--- config.mk ---
export PLATFORM = sky130hd
export DESIGN_NAME = dot_matrix_display_controller_flat
export DESIGN_NICKNAME = d
export VERILOG_FILES = /design/src/sv/dmd_pkg.sv /design/src/sv/dmd_if.sv /design/src/sv/dmd_ram.sv /design/src/sv/dmd_front.sv /design/src/sv/dmd_queue.sv /design/src/sv/dmd_back.sv /design/src/sv/dot_matrix_display_controller.sv /design/src/flat_wrapper.sv
export SDC_FILE = /design/constraint.sdc
export NUM_CORES = 1
export LEC_CHECK = 0
export BUFFER_PORTS_ARGS = -buffer_cell sky130_fd_sc_hd__buf_4
export CAP_MARGIN = 5
export CORE_MARGIN = 1
export CORE_UTILIZATION = 50
export CTS_CLUSTER_SIZE = 10
export DETAILED_ROUTE_END_ITERATION = 16
export PLACE_DENSITY = 0.66
export REMOVE_ABC_BUFFERS = 1
export SLEW_MARGIN = 15
export SYNTH_ARGS = -nofsm -noshare
export SYNTH_HDL_FRONTEND = slang
export SYNTH_SLANG_ARGS = --single-unit
--- constraint.sdc ---
create_clock -name i_clk -period 3.7 [get_ports i_clk]
set_input_delay 0.555 -clock i_clk [delete_from_list [all_inputs] [get_ports i_clk]]
set_output_delay 0.555 -clock i_clk [all_outputs]
set_load 0.05 [all_outputs]
--- src/sv/dmd_pkg.sv ---
`default_nettype none
package dmd_pkg;

    localparam int ROW_COUNT    = 7;
    localparam int COLUMN_COUNT = 5;
    localparam int STORE_DEPTH  = 64;
    localparam int STORE_AW     = $clog2(STORE_DEPTH);
    localparam int QUEUE_DEPTH  = 2;
    localparam int QPTR_W       = $clog2(QUEUE_DEPTH);

    localparam logic [7:0] FRAME_EVEN = 8'b0001_0101;
    localparam logic [7:0] FRAME_ODD  = 8'b0000_1010;

    localparam logic [3:0] OPC_SCAN      = 4'd0;
    localparam logic [3:0] OPC_PIX_READ  = 4'd1;
    localparam logic [3:0] OPC_PIX_SET   = 4'd2;
    localparam logic [3:0] OPC_PIX_CLR   = 4'd3;
    localparam logic [3:0] OPC_ROW_READ  = 4'd4;
    localparam logic [3:0] OPC_ROW_WRITE = 4'd5;
    localparam logic [3:0] OPC_ROW_CLR   = 4'd6;
    localparam logic [3:0] OPC_CLR_ALL   = 4'd7;
    localparam logic [3:0] OPC_SHIFT     = 4'd8;
    localparam logic [3:0] OPC_STORE     = 4'd9;
    localparam logic [3:0] OPC_RENDER    = 4'd10;
    localparam logic [3:0] OPC_WIN_FWD   = 4'd11;
    localparam logic [3:0] OPC_WIN_BACK  = 4'd12;

    typedef enum logic [3:0] {
        K_SCAN,
        K_PIX_READ,
        K_PIX_SET,
        K_PIX_CLR,
        K_ROW_READ,
        K_ROW_WRITE,
        K_ROW_CLR,
        K_CLR_ALL,
        K_SHIFT,
        K_STORE,
        K_RENDER,
        K_WIN_FWD,
        K_WIN_BACK,
        K_NONE
    } t_kind;

    typedef enum logic [2:0] {
        ST_IDLE,
        ST_SCAN,
        ST_RD_ADDR,
        ST_RD_DATA,
        ST_EMIT
    } t_state;

    typedef struct packed {
        t_kind       kind;
        logic [2:0]  row;
        logic [7:0]  mask;
        logic [5:0]  bidx;
        logic [7:0]  data;
    } t_cmd;

    typedef struct packed {
        logic [7:0] data_out;
        logic [2:0] row_index;
        logic       can_move_forward;
        logic       can_move_back;
        logic [5:0] window_position;
        logic       last;
    } t_result;

    function automatic logic [7:0] scan_pattern(input logic [7:0] row_bits);
        logic [7:0] p;
        p = '0;
        for (int c = 0; c < COLUMN_COUNT; c++) begin
            p[c] = row_bits[COLUMN_COUNT-1-c];
        end
        return p;
    endfunction

    function automatic logic [7:0] frame_reset(input int r);
        return (r % 2 == 1) ? FRAME_ODD : FRAME_EVEN;
    endfunction

endpackage
`default_nettype wire

--- src/sv/dmd_if.sv ---
`default_nettype none
interface dmd_in_if;
    logic       valid;
    logic       ready;
    logic [3:0] opcode;
    logic [2:0] row;
    logic [2:0] col;
    logic [5:0] buffer_index;
    logic [7:0] data_in;

    modport source (output valid, opcode, row, col, buffer_index, data_in, input ready);
    modport sink   (input valid, opcode, row, col, buffer_index, data_in, output ready);
endinterface

interface dmd_out_if;
    logic       valid;
    logic       ready;
    logic [7:0] data_out;
    logic [2:0] row_index;
    logic       can_move_forward;
    logic       can_move_back;
    logic [5:0] window_position;
    logic       last;

    modport source (output valid, data_out, row_index, can_move_forward, can_move_back,
                    window_position, last, input ready);
    modport sink   (input valid, data_out, row_index, can_move_forward, can_move_back,
                    window_position, last, output ready);
endinterface
`default_nettype wire

--- src/sv/dmd_ram.sv ---
`default_nettype none
module dmd_ram #(
    parameter int WIDTH = 8,
    parameter int DEPTH = 64
) (
    input  wire logic                     i_clk,
    input  wire logic                     i_we,
    input  wire logic [$clog2(DEPTH)-1:0] i_waddr,
    input  wire logic [WIDTH-1:0]         i_wdata,
    input  wire logic [$clog2(DEPTH)-1:0] i_raddr,
    output logic      [WIDTH-1:0]         o_rdata
);
    logic [WIDTH-1:0] r_mem [DEPTH];

    always_ff @(posedge i_clk) begin
        if (i_we) begin
            r_mem[i_waddr] <= i_wdata;
        end
        o_rdata <= r_mem[i_raddr];
    end
endmodule
`default_nettype wire

--- src/sv/dmd_front.sv ---
`default_nettype none
module dmd_front (
    dmd_in_if.sink          i_in,
    input  wire logic       i_full,
    output logic            o_push,
    output dmd_pkg::t_cmd   o_cmd
);
    import dmd_pkg::*;

    logic row_ok;
    logic pix_ok;
    logic bidx_ok;
    t_kind kind;

    assign row_ok  = int'(i_in.row) < ROW_COUNT;
    assign pix_ok  = row_ok && (int'(i_in.col) < COLUMN_COUNT);
    assign bidx_ok = int'(i_in.buffer_index) < STORE_DEPTH;

    // out-of-range accesses fold into a plain result
    always_comb begin
        case (i_in.opcode)
            OPC_SCAN:      kind = K_SCAN;
            OPC_PIX_READ:  kind = pix_ok ? K_PIX_READ : K_NONE;
            OPC_PIX_SET:   kind = pix_ok ? K_PIX_SET : K_NONE;
            OPC_PIX_CLR:   kind = pix_ok ? K_PIX_CLR : K_NONE;
            OPC_ROW_READ:  kind = row_ok ? K_ROW_READ : K_NONE;
            OPC_ROW_WRITE: kind = row_ok ? K_ROW_WRITE : K_NONE;
            OPC_ROW_CLR:   kind = row_ok ? K_ROW_CLR : K_NONE;
            OPC_CLR_ALL:   kind = K_CLR_ALL;
            OPC_SHIFT:     kind = K_SHIFT;
            OPC_STORE:     kind = bidx_ok ? K_STORE : K_NONE;
            OPC_RENDER:    kind = K_RENDER;
            OPC_WIN_FWD:   kind = K_WIN_FWD;
            OPC_WIN_BACK:  kind = K_WIN_BACK;
            default:       kind = K_NONE;
        endcase
    end

    assign i_in.ready = !i_full;
    assign o_push     = i_in.valid && !i_full;

    always_comb begin
        o_cmd.kind = kind;
        o_cmd.row  = i_in.row;
        o_cmd.mask = 8'd1 << (3'(COLUMN_COUNT - 1) - i_in.col);
        o_cmd.bidx = i_in.buffer_index;
        o_cmd.data = i_in.data_in;
    end
endmodule
`default_nettype wire

--- src/sv/dmd_queue.sv ---
`default_nettype none
module dmd_queue (
    input  wire logic          i_clk,
    input  wire logic          i_rst_n,
    input  wire logic          i_push,
    input  wire dmd_pkg::t_cmd i_cmd,
    output logic               o_full,
    output logic               o_valid,
    output dmd_pkg::t_cmd      o_cmd,
    input  wire logic          i_pop
);
    import dmd_pkg::*;

    t_cmd              r_buf [QUEUE_DEPTH];
    logic [QPTR_W-1:0] r_wr;
    logic [QPTR_W-1:0] n_wr;
    logic [QPTR_W-1:0] r_rd;
    logic [QPTR_W-1:0] n_rd;
    logic [QPTR_W:0]   r_count;
    logic [QPTR_W:0]   n_count;

    assign o_full  = int'(r_count) == QUEUE_DEPTH;
    assign o_valid = r_count != '0;
    assign o_cmd   = r_buf[r_rd];

    function automatic logic [QPTR_W-1:0] ptr_inc(input logic [QPTR_W-1:0] p);
        return (int'(p) == QUEUE_DEPTH - 1) ? '0 : p + 1'b1;
    endfunction

    always_comb begin
        n_wr    = i_push ? ptr_inc(r_wr) : r_wr;
        n_rd    = i_pop ? ptr_inc(r_rd) : r_rd;
        n_count = r_count;
        if (i_push && !i_pop) begin
            n_count = r_count + 1'b1;
        end else if (i_pop && !i_push) begin
            n_count = r_count - 1'b1;
        end
    end

    always_ff @(posedge i_clk) begin
        if (!i_rst_n) begin
            r_wr    <= '0;
            r_rd    <= '0;
            r_count <= '0;
        end else begin
            r_wr    <= n_wr;
            r_rd    <= n_rd;
            r_count <= n_count;
        end
        if (i_push) begin
            r_buf[r_wr] <= i_cmd;
        end
    end
endmodule
`default_nettype wire

--- src/sv/dmd_back.sv ---
`default_nettype none
module dmd_back (
    input  wire logic          i_clk,
    input  wire logic          i_rst_n,
    input  wire logic          i_cfg_we,
    input  wire logic [5:0]    i_cfg_data,
    input  wire logic          i_cmd_valid,
    input  wire dmd_pkg::t_cmd i_cmd,
    output logic               o_cmd_pop,
    dmd_out_if.source          o_out
);
    import dmd_pkg::*;

    t_state     r_state;
    t_state     n_state;
    t_cmd       r_cmd;
    logic [2:0] r_cnt;
    logic [2:0] n_cnt;
    logic [7:0] r_frame [ROW_COUNT];
    logic [7:0] n_frame [ROW_COUNT];
    logic [5:0] r_ws;
    logic [5:0] n_ws;
    logic [5:0] r_lbc;
    logic       r_stored [STORE_DEPTH];
    logic       r_rd_ok;
    logic       n_rd_ok;
    t_result    r_out;
    t_result    n_out;
    logic       r_out_valid;

    logic                slot_free;
    logic                out_load;
    logic                fwd_ok;
    logic                back_ok;
    logic                ram_we;
    logic [STORE_AW-1:0] ram_waddr;
    logic [STORE_AW-1:0] ram_raddr;
    logic [7:0]          ram_rdata;
    logic [6:0]          rd_idx;
    logic [7:0]          store_byte;
    logic [7:0]          col_bit;

    dmd_ram #(
        .WIDTH (8),
        .DEPTH (STORE_DEPTH)
    ) u_store (
        .i_clk   (i_clk),
        .i_we    (ram_we),
        .i_waddr (ram_waddr),
        .i_wdata (i_cmd.data),
        .i_raddr (ram_raddr),
        .o_rdata (ram_rdata)
    );

    assign slot_free  = !r_out_valid || o_out.ready;
    assign fwd_ok     = ({1'b0, r_ws} + 7'(COLUMN_COUNT - 1)) < {1'b0, r_lbc};
    assign back_ok    = r_ws != 6'd0;
    assign rd_idx     = {1'b0, r_ws} + {4'd0, r_cnt};
    assign ram_raddr  = STORE_AW'(rd_idx);
    assign ram_waddr  = STORE_AW'(i_cmd.bidx);
    assign store_byte = r_rd_ok ? ram_rdata : 8'd0;
    assign col_bit    = 8'd1 << (3'(COLUMN_COUNT - 1) - r_cnt);

    always_comb begin
        n_state = r_state;
        case (r_state)
            ST_IDLE: begin
                if (i_cmd_valid) begin
                    case (i_cmd.kind)
                        K_SCAN:   n_state = ST_SCAN;
                        K_RENDER: n_state = ST_RD_ADDR;
                        default:  n_state = ST_EMIT;
                    endcase
                end
            end
            ST_SCAN: begin
                if (slot_free && (int'(r_cnt) == ROW_COUNT - 1)) begin
                    n_state = ST_IDLE;
                end
            end
            ST_RD_ADDR: n_state = ST_RD_DATA;
            ST_RD_DATA: begin
                if (int'(r_cnt) == COLUMN_COUNT - 1) begin
                    n_state = ST_EMIT;
                end else begin
                    n_state = ST_RD_ADDR;
                end
            end
            ST_EMIT: begin
                if (slot_free) begin
                    n_state = ST_IDLE;
                end
            end
            default: n_state = ST_IDLE;
        endcase
    end

    always_comb begin
        o_cmd_pop = (r_state == ST_IDLE) && i_cmd_valid;
        ram_we    = o_cmd_pop && (i_cmd.kind == K_STORE);
        out_load  = slot_free && ((r_state == ST_SCAN) || (r_state == ST_EMIT));

        n_out.can_move_forward = fwd_ok;
        n_out.can_move_back    = back_ok;
        n_out.window_position  = r_ws;
        if (r_state == ST_SCAN) begin
            n_out.data_out  = scan_pattern(r_frame[r_cnt]);
            n_out.row_index = r_cnt;
            n_out.last      = int'(r_cnt) == ROW_COUNT - 1;
        end else begin
            case (r_cmd.kind)
                K_PIX_READ: n_out.data_out = {7'd0, |(r_frame[r_cmd.row] & r_cmd.mask)};
                K_ROW_READ: n_out.data_out = r_frame[r_cmd.row];
                default:    n_out.data_out = 8'd0;
            endcase
            n_out.row_index = r_cmd.row;
            n_out.last      = 1'b1;
        end
    end

    always_comb begin
        n_frame = r_frame;
        n_ws    = r_ws;
        n_cnt   = r_cnt;
        n_rd_ok = r_rd_ok;
        case (r_state)
            ST_IDLE: begin
                n_cnt = 3'd0;
                if (i_cmd_valid) begin
                    case (i_cmd.kind)
                        K_PIX_SET:   n_frame[i_cmd.row] = r_frame[i_cmd.row] | i_cmd.mask;
                        K_PIX_CLR:   n_frame[i_cmd.row] = r_frame[i_cmd.row] & ~i_cmd.mask;
                        K_ROW_WRITE: n_frame[i_cmd.row] = i_cmd.data;
                        K_ROW_CLR:   n_frame[i_cmd.row] = 8'd0;
                        K_CLR_ALL, K_RENDER: begin
                            for (int r = 0; r < ROW_COUNT; r++) begin
                                n_frame[r] = 8'd0;
                            end
                        end
                        K_SHIFT: begin
                            for (int r = ROW_COUNT - 1; r > 0; r--) begin
                                n_frame[r] = r_frame[r-1];
                            end
                            n_frame[0] = 8'd0;
                        end
                        K_WIN_FWD: begin
                            if (fwd_ok) begin
                                n_ws = r_ws + 6'd1;
                            end
                        end
                        K_WIN_BACK: begin
                            if (back_ok) begin
                                n_ws = r_ws - 6'd1;
                            end
                        end
                        default: ;
                    endcase
                end
            end
            ST_SCAN: begin
                if (slot_free) begin
                    n_cnt = r_cnt + 3'd1;
                end
            end
            ST_RD_ADDR: begin
                n_rd_ok = (int'(rd_idx) < STORE_DEPTH) && r_stored[ram_raddr];
            end
            ST_RD_DATA: begin
                for (int r = 0; r < ROW_COUNT; r++) begin
                    if (store_byte[ROW_COUNT-1-r]) begin
                        n_frame[r] = r_frame[r] | col_bit;
                    end
                end
                n_cnt = r_cnt + 3'd1;
            end
            default: ;
        endcase
    end

    always_ff @(posedge i_clk) begin
        if (!i_rst_n) begin
            r_state     <= ST_IDLE;
            r_cnt       <= 3'd0;
            r_ws        <= 6'd0;
            r_lbc       <= 6'd0;
            r_out_valid <= 1'b0;
            for (int r = 0; r < ROW_COUNT; r++) begin
                r_frame[r] <= frame_reset(r);
            end
            for (int i = 0; i < STORE_DEPTH; i++) begin
                r_stored[i] <= 1'b0;
            end
        end else begin
            r_state <= n_state;
            r_cnt   <= n_cnt;
            r_ws    <= n_ws;
            r_frame <= n_frame;
            if (i_cfg_we) begin
                r_lbc <= i_cfg_data;
            end
            if (ram_we) begin
                r_stored[ram_waddr] <= 1'b1;
            end
            if (out_load) begin
                r_out_valid <= 1'b1;
            end else if (o_out.ready) begin
                r_out_valid <= 1'b0;
            end
        end
        r_rd_ok <= n_rd_ok;
        if (o_cmd_pop) begin
            r_cmd <= i_cmd;
        end
        if (out_load) begin
            r_out <= n_out;
        end
    end

    assign o_out.valid            = r_out_valid;
    assign o_out.data_out         = r_out.data_out;
    assign o_out.row_index        = r_out.row_index;
    assign o_out.can_move_forward = r_out.can_move_forward;
    assign o_out.can_move_back    = r_out.can_move_back;
    assign o_out.window_position  = r_out.window_position;
    assign o_out.last             = r_out.last;
endmodule
`default_nettype wire

--- src/sv/dot_matrix_display_controller.sv ---
// Single-result opcodes give one registered result per command; a scan gives its rows
// one per cycle while the output is ready, ending with last on the final row.
// A render reads and merges one store column at a time, an address state then a data
// state per column; the back end takes the next command only once back in idle.
// Reset: frame to checkerboard, column store reads zero through per-entry valid
// bits, window start and last column zero; no clearing pass.
`default_nettype none
module dot_matrix_display_controller (
    input  wire logic       i_clk,
    input  wire logic       i_rst_n,
    input  wire logic       i_cfg_we,
    input  wire logic [5:0] i_cfg_data,
    dmd_in_if.sink          i_in,
    dmd_out_if.source       o_out
);
    import dmd_pkg::*;

    logic push;
    logic full;
    logic q_valid;
    logic pop;
    t_cmd front_cmd;
    t_cmd q_cmd;

    dmd_front u_front (
        .i_in   (i_in),
        .i_full (full),
        .o_push (push),
        .o_cmd  (front_cmd)
    );

    dmd_queue u_queue (
        .i_clk   (i_clk),
        .i_rst_n (i_rst_n),
        .i_push  (push),
        .i_cmd   (front_cmd),
        .o_full  (full),
        .o_valid (q_valid),
        .o_cmd   (q_cmd),
        .i_pop   (pop)
    );

    dmd_back u_back (
        .i_clk       (i_clk),
        .i_rst_n     (i_rst_n),
        .i_cfg_we    (i_cfg_we),
        .i_cfg_data  (i_cfg_data),
        .i_cmd_valid (q_valid),
        .i_cmd       (q_cmd),
        .o_cmd_pop   (pop),
        .o_out       (o_out)
    );
endmodule
`default_nettype wire

--- src/flat_wrapper.sv ---
// flat-port wrapper written by rule: the top's interface ports become plain ports
module dot_matrix_display_controller_flat import dmd_pkg::*;
  (i_clk, i_rst_n, i_cfg_we, i_cfg_data, i_in_valid, i_in_opcode, i_in_row, i_in_col, i_in_buffer_index, i_in_data_in, i_in_ready, o_out_valid, o_out_data_out, o_out_row_index, o_out_can_move_forward, o_out_can_move_back, o_out_window_position, o_out_last, o_out_ready);
  dmd_in_if i_in_i ();
  dmd_out_if o_out_i ();
  input  wire logic i_clk;
  input  wire logic i_rst_n;
  input  wire logic i_cfg_we;
  input  wire logic [5:0] i_cfg_data;
  input wire logic [$bits(i_in_i.valid)-1:0] i_in_valid;
  input wire logic [$bits(i_in_i.opcode)-1:0] i_in_opcode;
  input wire logic [$bits(i_in_i.row)-1:0] i_in_row;
  input wire logic [$bits(i_in_i.col)-1:0] i_in_col;
  input wire logic [$bits(i_in_i.buffer_index)-1:0] i_in_buffer_index;
  input wire logic [$bits(i_in_i.data_in)-1:0] i_in_data_in;
  output wire logic [$bits(i_in_i.ready)-1:0] i_in_ready;
  output wire logic [$bits(o_out_i.valid)-1:0] o_out_valid;
  output wire logic [$bits(o_out_i.data_out)-1:0] o_out_data_out;
  output wire logic [$bits(o_out_i.row_index)-1:0] o_out_row_index;
  output wire logic [$bits(o_out_i.can_move_forward)-1:0] o_out_can_move_forward;
  output wire logic [$bits(o_out_i.can_move_back)-1:0] o_out_can_move_back;
  output wire logic [$bits(o_out_i.window_position)-1:0] o_out_window_position;
  output wire logic [$bits(o_out_i.last)-1:0] o_out_last;
  input wire logic [$bits(o_out_i.ready)-1:0] o_out_ready;
  assign i_in_i.valid = i_in_valid;
  assign i_in_i.opcode = i_in_opcode;
  assign i_in_i.row = i_in_row;
  assign i_in_i.col = i_in_col;
  assign i_in_i.buffer_index = i_in_buffer_index;
  assign i_in_i.data_in = i_in_data_in;
  assign i_in_ready = i_in_i.ready;
  assign o_out_valid = o_out_i.valid;
  assign o_out_data_out = o_out_i.data_out;
  assign o_out_row_index = o_out_i.row_index;
  assign o_out_can_move_forward = o_out_i.can_move_forward;
  assign o_out_can_move_back = o_out_i.can_move_back;
  assign o_out_window_position = o_out_i.window_position;
  assign o_out_last = o_out_i.last;
  assign o_out_i.ready = o_out_ready;
  dot_matrix_display_controller u_core (.i_clk(i_clk), .i_rst_n(i_rst_n), .i_cfg_we(i_cfg_we), .i_cfg_data(i_cfg_data), .i_in(i_in_i), .o_out(o_out_i));
endmodule
==> run_results.csv <==
group,metric,value,unit
drt,wl,83560,um
floorplanning,fp.coreArea,0.05958,mm2
critical_path,arrival,3.88,ns
outcome,status,"finished clean",
synth,ys.flop_type,"edfxtp_1",
sta,fmax,285.9,MHz
job,max-cap-violations,0,
clock_network,cts_root_buffer,"clkbuf_16",
sta,slew_headroom,26.35,%
critical_path,cp_common_cell,"mux4_2",
synth,yosys.area.top_type,"edfxtp_1",
drt,first_iter_violations,2026,
finish,instances_no_fill,3035,
clock_network,cts_hold_buffers,0,
min_path,min_path_type,"input port to flop",
floorplanning,fp-row-count,89,
floorplanning,die_height,248.5,um
sta,slew_violations,0,
pwr,p_clk_share,32.1,%
floorplanning,io_pins,57,
floorplanning,start_util,50.99,%
drt,first_pass_iters,8,
placement,place.gp.congestion,0.9711,
clock_network,cts_tree,"yes",
synth,synth_seq_cells,693,
finish,fin_nets,2256,
clock_network,htree_num_levels,3,
pwr,vdd_drop_max,0.0004162,V
drt,antenna_left,0,
floorplanning,fp.dieW,248.5,um
placement,dpl.hpwl,56500,um
critical_path,worstSetupStartpoint,"u_core.u_back.r_cnt[0]",
drt,vias,19320,
finish,area_growth,14.99,%
pwr,power_density,651.4,mW/mm2
drt,wl_per_cell,27.53,um
clock_network,cts_buffer_depth,3,
pwr,p_int,15450,uW
critical_path,crit_path_end_kind,"flop",
grt,grt_max_degree,65,
clock_network,insertion_delay,0.63,ns
critical_path,crit_slowest_cell,"fa_4",
sta,rsz0062_at_grt,"no",
grt,grt-ovfl-total,0,
drt,drc,0,
pwr,seqPwrFrac,44.2,%
clock_network,cts_setup_buffers,0,
synth,yosys-top-cells-area,"edfxtp_1 54%, mux4_2 13%, dfxtp_1 10%",
pwr,p_leak,0.01169,uW
finish,antenna-diode-count,0,
synth,synth_top_area_share,53.57,%
clock_network,clk_pin_slew,0.06,ns
pwr,switching_share,32.11,%
critical_path,max_stage_delay,0.77,ns
synth,synth_edf_count,542,
drt,via_per_inst,6.365,
clock_network,cts_resized,0,
synth,synth_warnings,0,
critical_path,crit_type,"flop to flop",
critical_path,start_kind,"flop",
critical_path,reg2reg_depth,8,
finish,drive_gt1_share,23.52,%
critical_path,worstReg2RegEnd,"u_core.u_back.r_rd_ok",
grt,grt_pass1_wl,124800,um
synth,synthCells,2027,
finish,layout_common_cells,"542 x edfxtp_1, 191 x buf_4, 190 x nor2_1",
clock_network,clkSinkCount,693,
synth,synth.distinct_cells,82,
critical_path,cp-endpoint,"u_core.u_back.r_rd_ok",
synth,syn_area_per_cell,14.99,um2
sta,max_slew.worst_pin.slew,1.105,ns
min_path,hp-start,"i_in_buffer_index[3]",
synth,ys_seq_area_share,63.52,%
sta,hold_viol_final,0,
placement,placed_cells,2886,
synth,netlist_area,0.03038,mm2
critical_path,required,4.08,ns
sta,fin_skew,0.02061,ns
grt,first_global_vias,19520,
pwr,switchingPower,7308,uW
sta,tns,0,ns
critical_path,timing.rr.start,"u_core.u_back.r_cnt[0]",
critical_path,ff2ff_setup_slack,0.20,ns
critical_path,crit_fanout,19,
floorplanning,die-area,0.06175,mm2
finish,fill_cells,4516,
grt,grtUsageTotal,27.07,%
finish,layout_commonest_cell,"edfxtp_1",
critical_path,crit_chain,"ha_4 -> inv_1 -> fa_4 -> buf_12 -> mux4_2 -> mux4_2 -> mux4_2 -> and2_1",
placement,numPortBuffers,56,
sta,post-route-period-util,94.55,%
sta,setup_viol,0,
sta,min_period,3.498,ns
synth,async_flop_share,0,%
pwr,combPwrFrac,23.7,%
grt,grt_antenna_before_repair,1,
clock_network,numCtsBuffers,81,
[how the worst min path moves through the flow]
stage                                   to  cells after the start  slack [ns]
6_report       u_core.u_queue.r_buf[0][11]                      1        0.11
5_1_grt        u_core.u_queue.r_buf[0][11]                      1        0.09
4_1_cts         u_core.u_queue.r_buf[1][5]                      1        0.09
3_5_place_dp    u_core.u_back.r_stored[41]                      1        0.45
3_3_place_gp     u_core.u_back.r_stored[1]                      1        0.44
2_1_floorplan   u_core.u_back.r_stored[11]                      2        0.43
[synthesized netlist by cell type (all sizes together) (5+ instances only)]
master,n
clkbuf,64
mux2i,64
nor2,193
a22oi,7
a21o,11
a21oi,104
a311oi,16
nand4,9
inv,49
o22ai,18
a211oi,30
a32oi,8
a221o,6
or3,9
edfxtp,542
buf,49
xor2,9
o211ai,12
dfxtp,151
o21a,40
o21ai,72
o2111ai,6
nand2,125
mux2,17
nand2b,15
nor3,29
mux4,181
nor2b,12
o22a,5
nor4,5
and3,5
xnor2,10
a221oi,27
ha,23
a31oi,21
a2111oi,9
nand3,19
nor3b,5
and2,9
[routing by layer]
metal	routed length, um	global-route usage [%]
met5	9	0
met4	4001	12.69
met3	5983	5.014
met2	40530	44.88
met1	33030	34.60
[metrics by stage]
stage	total power (uW)	utilization [%]	cell area (um2)	hold slack (ns)	setup slack (ns)
3_3_place_gp	15330	54.58	32520	0.4435	0.2247
3_5_place_dp	15460	54.58	32520	0.4517	0.2112
5_1_grt	23490	58.64	34930	0.08944	0.1429
2_1_floorplan	13320	-	29890	0.4348	-3.392
4_1_cts	22730	58.64	34930	0.08704	0.2027
6_report	22760	58.64	34930	0.1108	0.2018
[cell families (layout without fill, tap and decap cells)]
group	after synthesis	after routing	synth area share, %
adders and majority gates	26	26	1.116
AOI/OAI and AO/OA	418	418	9.831
DFF	693	693	63.52
and+or+nand+nor	446	446	6.519
muxes	262	262	16.23
buffers and inverters	163	398	2.228
xor gates and xnor gates	19	19	0.5478
[sequential cells by signal, indices dropped and copies added (netlist names), 2 cells and up, named ones only]
name,flops
u_core.u_back.o_out.row_index,3
u_core.u_back.r_frame,56
u_core.u_back.r_lbc,6
u_core.u_queue.r_count,2
u_core.u_back.u_store.o_rdata,7
u_core.u_back.r_ws,6
u_core.u_back.r_cnt,3
u_core.u_back.o_out.data_out,8
u_core.u_back.u_store.r_mem,448
u_core.u_back.r_stored,64
u_core.u_back.o_out.window_position,6
u_core.u_back.r_cmd,15
u_core.u_back.r_state,3
u_core.u_queue.r_buf,58
[worst max-delay path, delay by kind of cell, from the launching register on]
family,cells,cell delay [ns]
flops,1,0.37
mux,3,1.53
simple gates,1,0.16
fa+ha+maj,2,0.92
buf+inv,2,0.25
[power by group through the flow]
stage | Combinational [uW] | Clock (uW) | Sequential [uW]
6_report | 5400 | 7300 | 10100
3_3_place_gp | 5170 | 0 | 10200
2_1_floorplan | 3010 | 0 | 10300
4_1_cts | 5300 | 7410 | 10000
5_1_grt | 5690 | 7700 | 10100
3_5_place_dp | 5280 | 0 | 10200
[layout make-up]
class                      count  area [um2]  area share, %
timing repair buffer         199        1594          4.563
clock inverter                 5       103.9         0.2973
clock buffer                 144        2315          6.626
inverter                      50       188.9         0.5408
tap                          773       967.2          2.769
multi-input combinational   1171       10470          29.96
sequential                   693       19300          55.25
(Power assumes the default switching activity.)
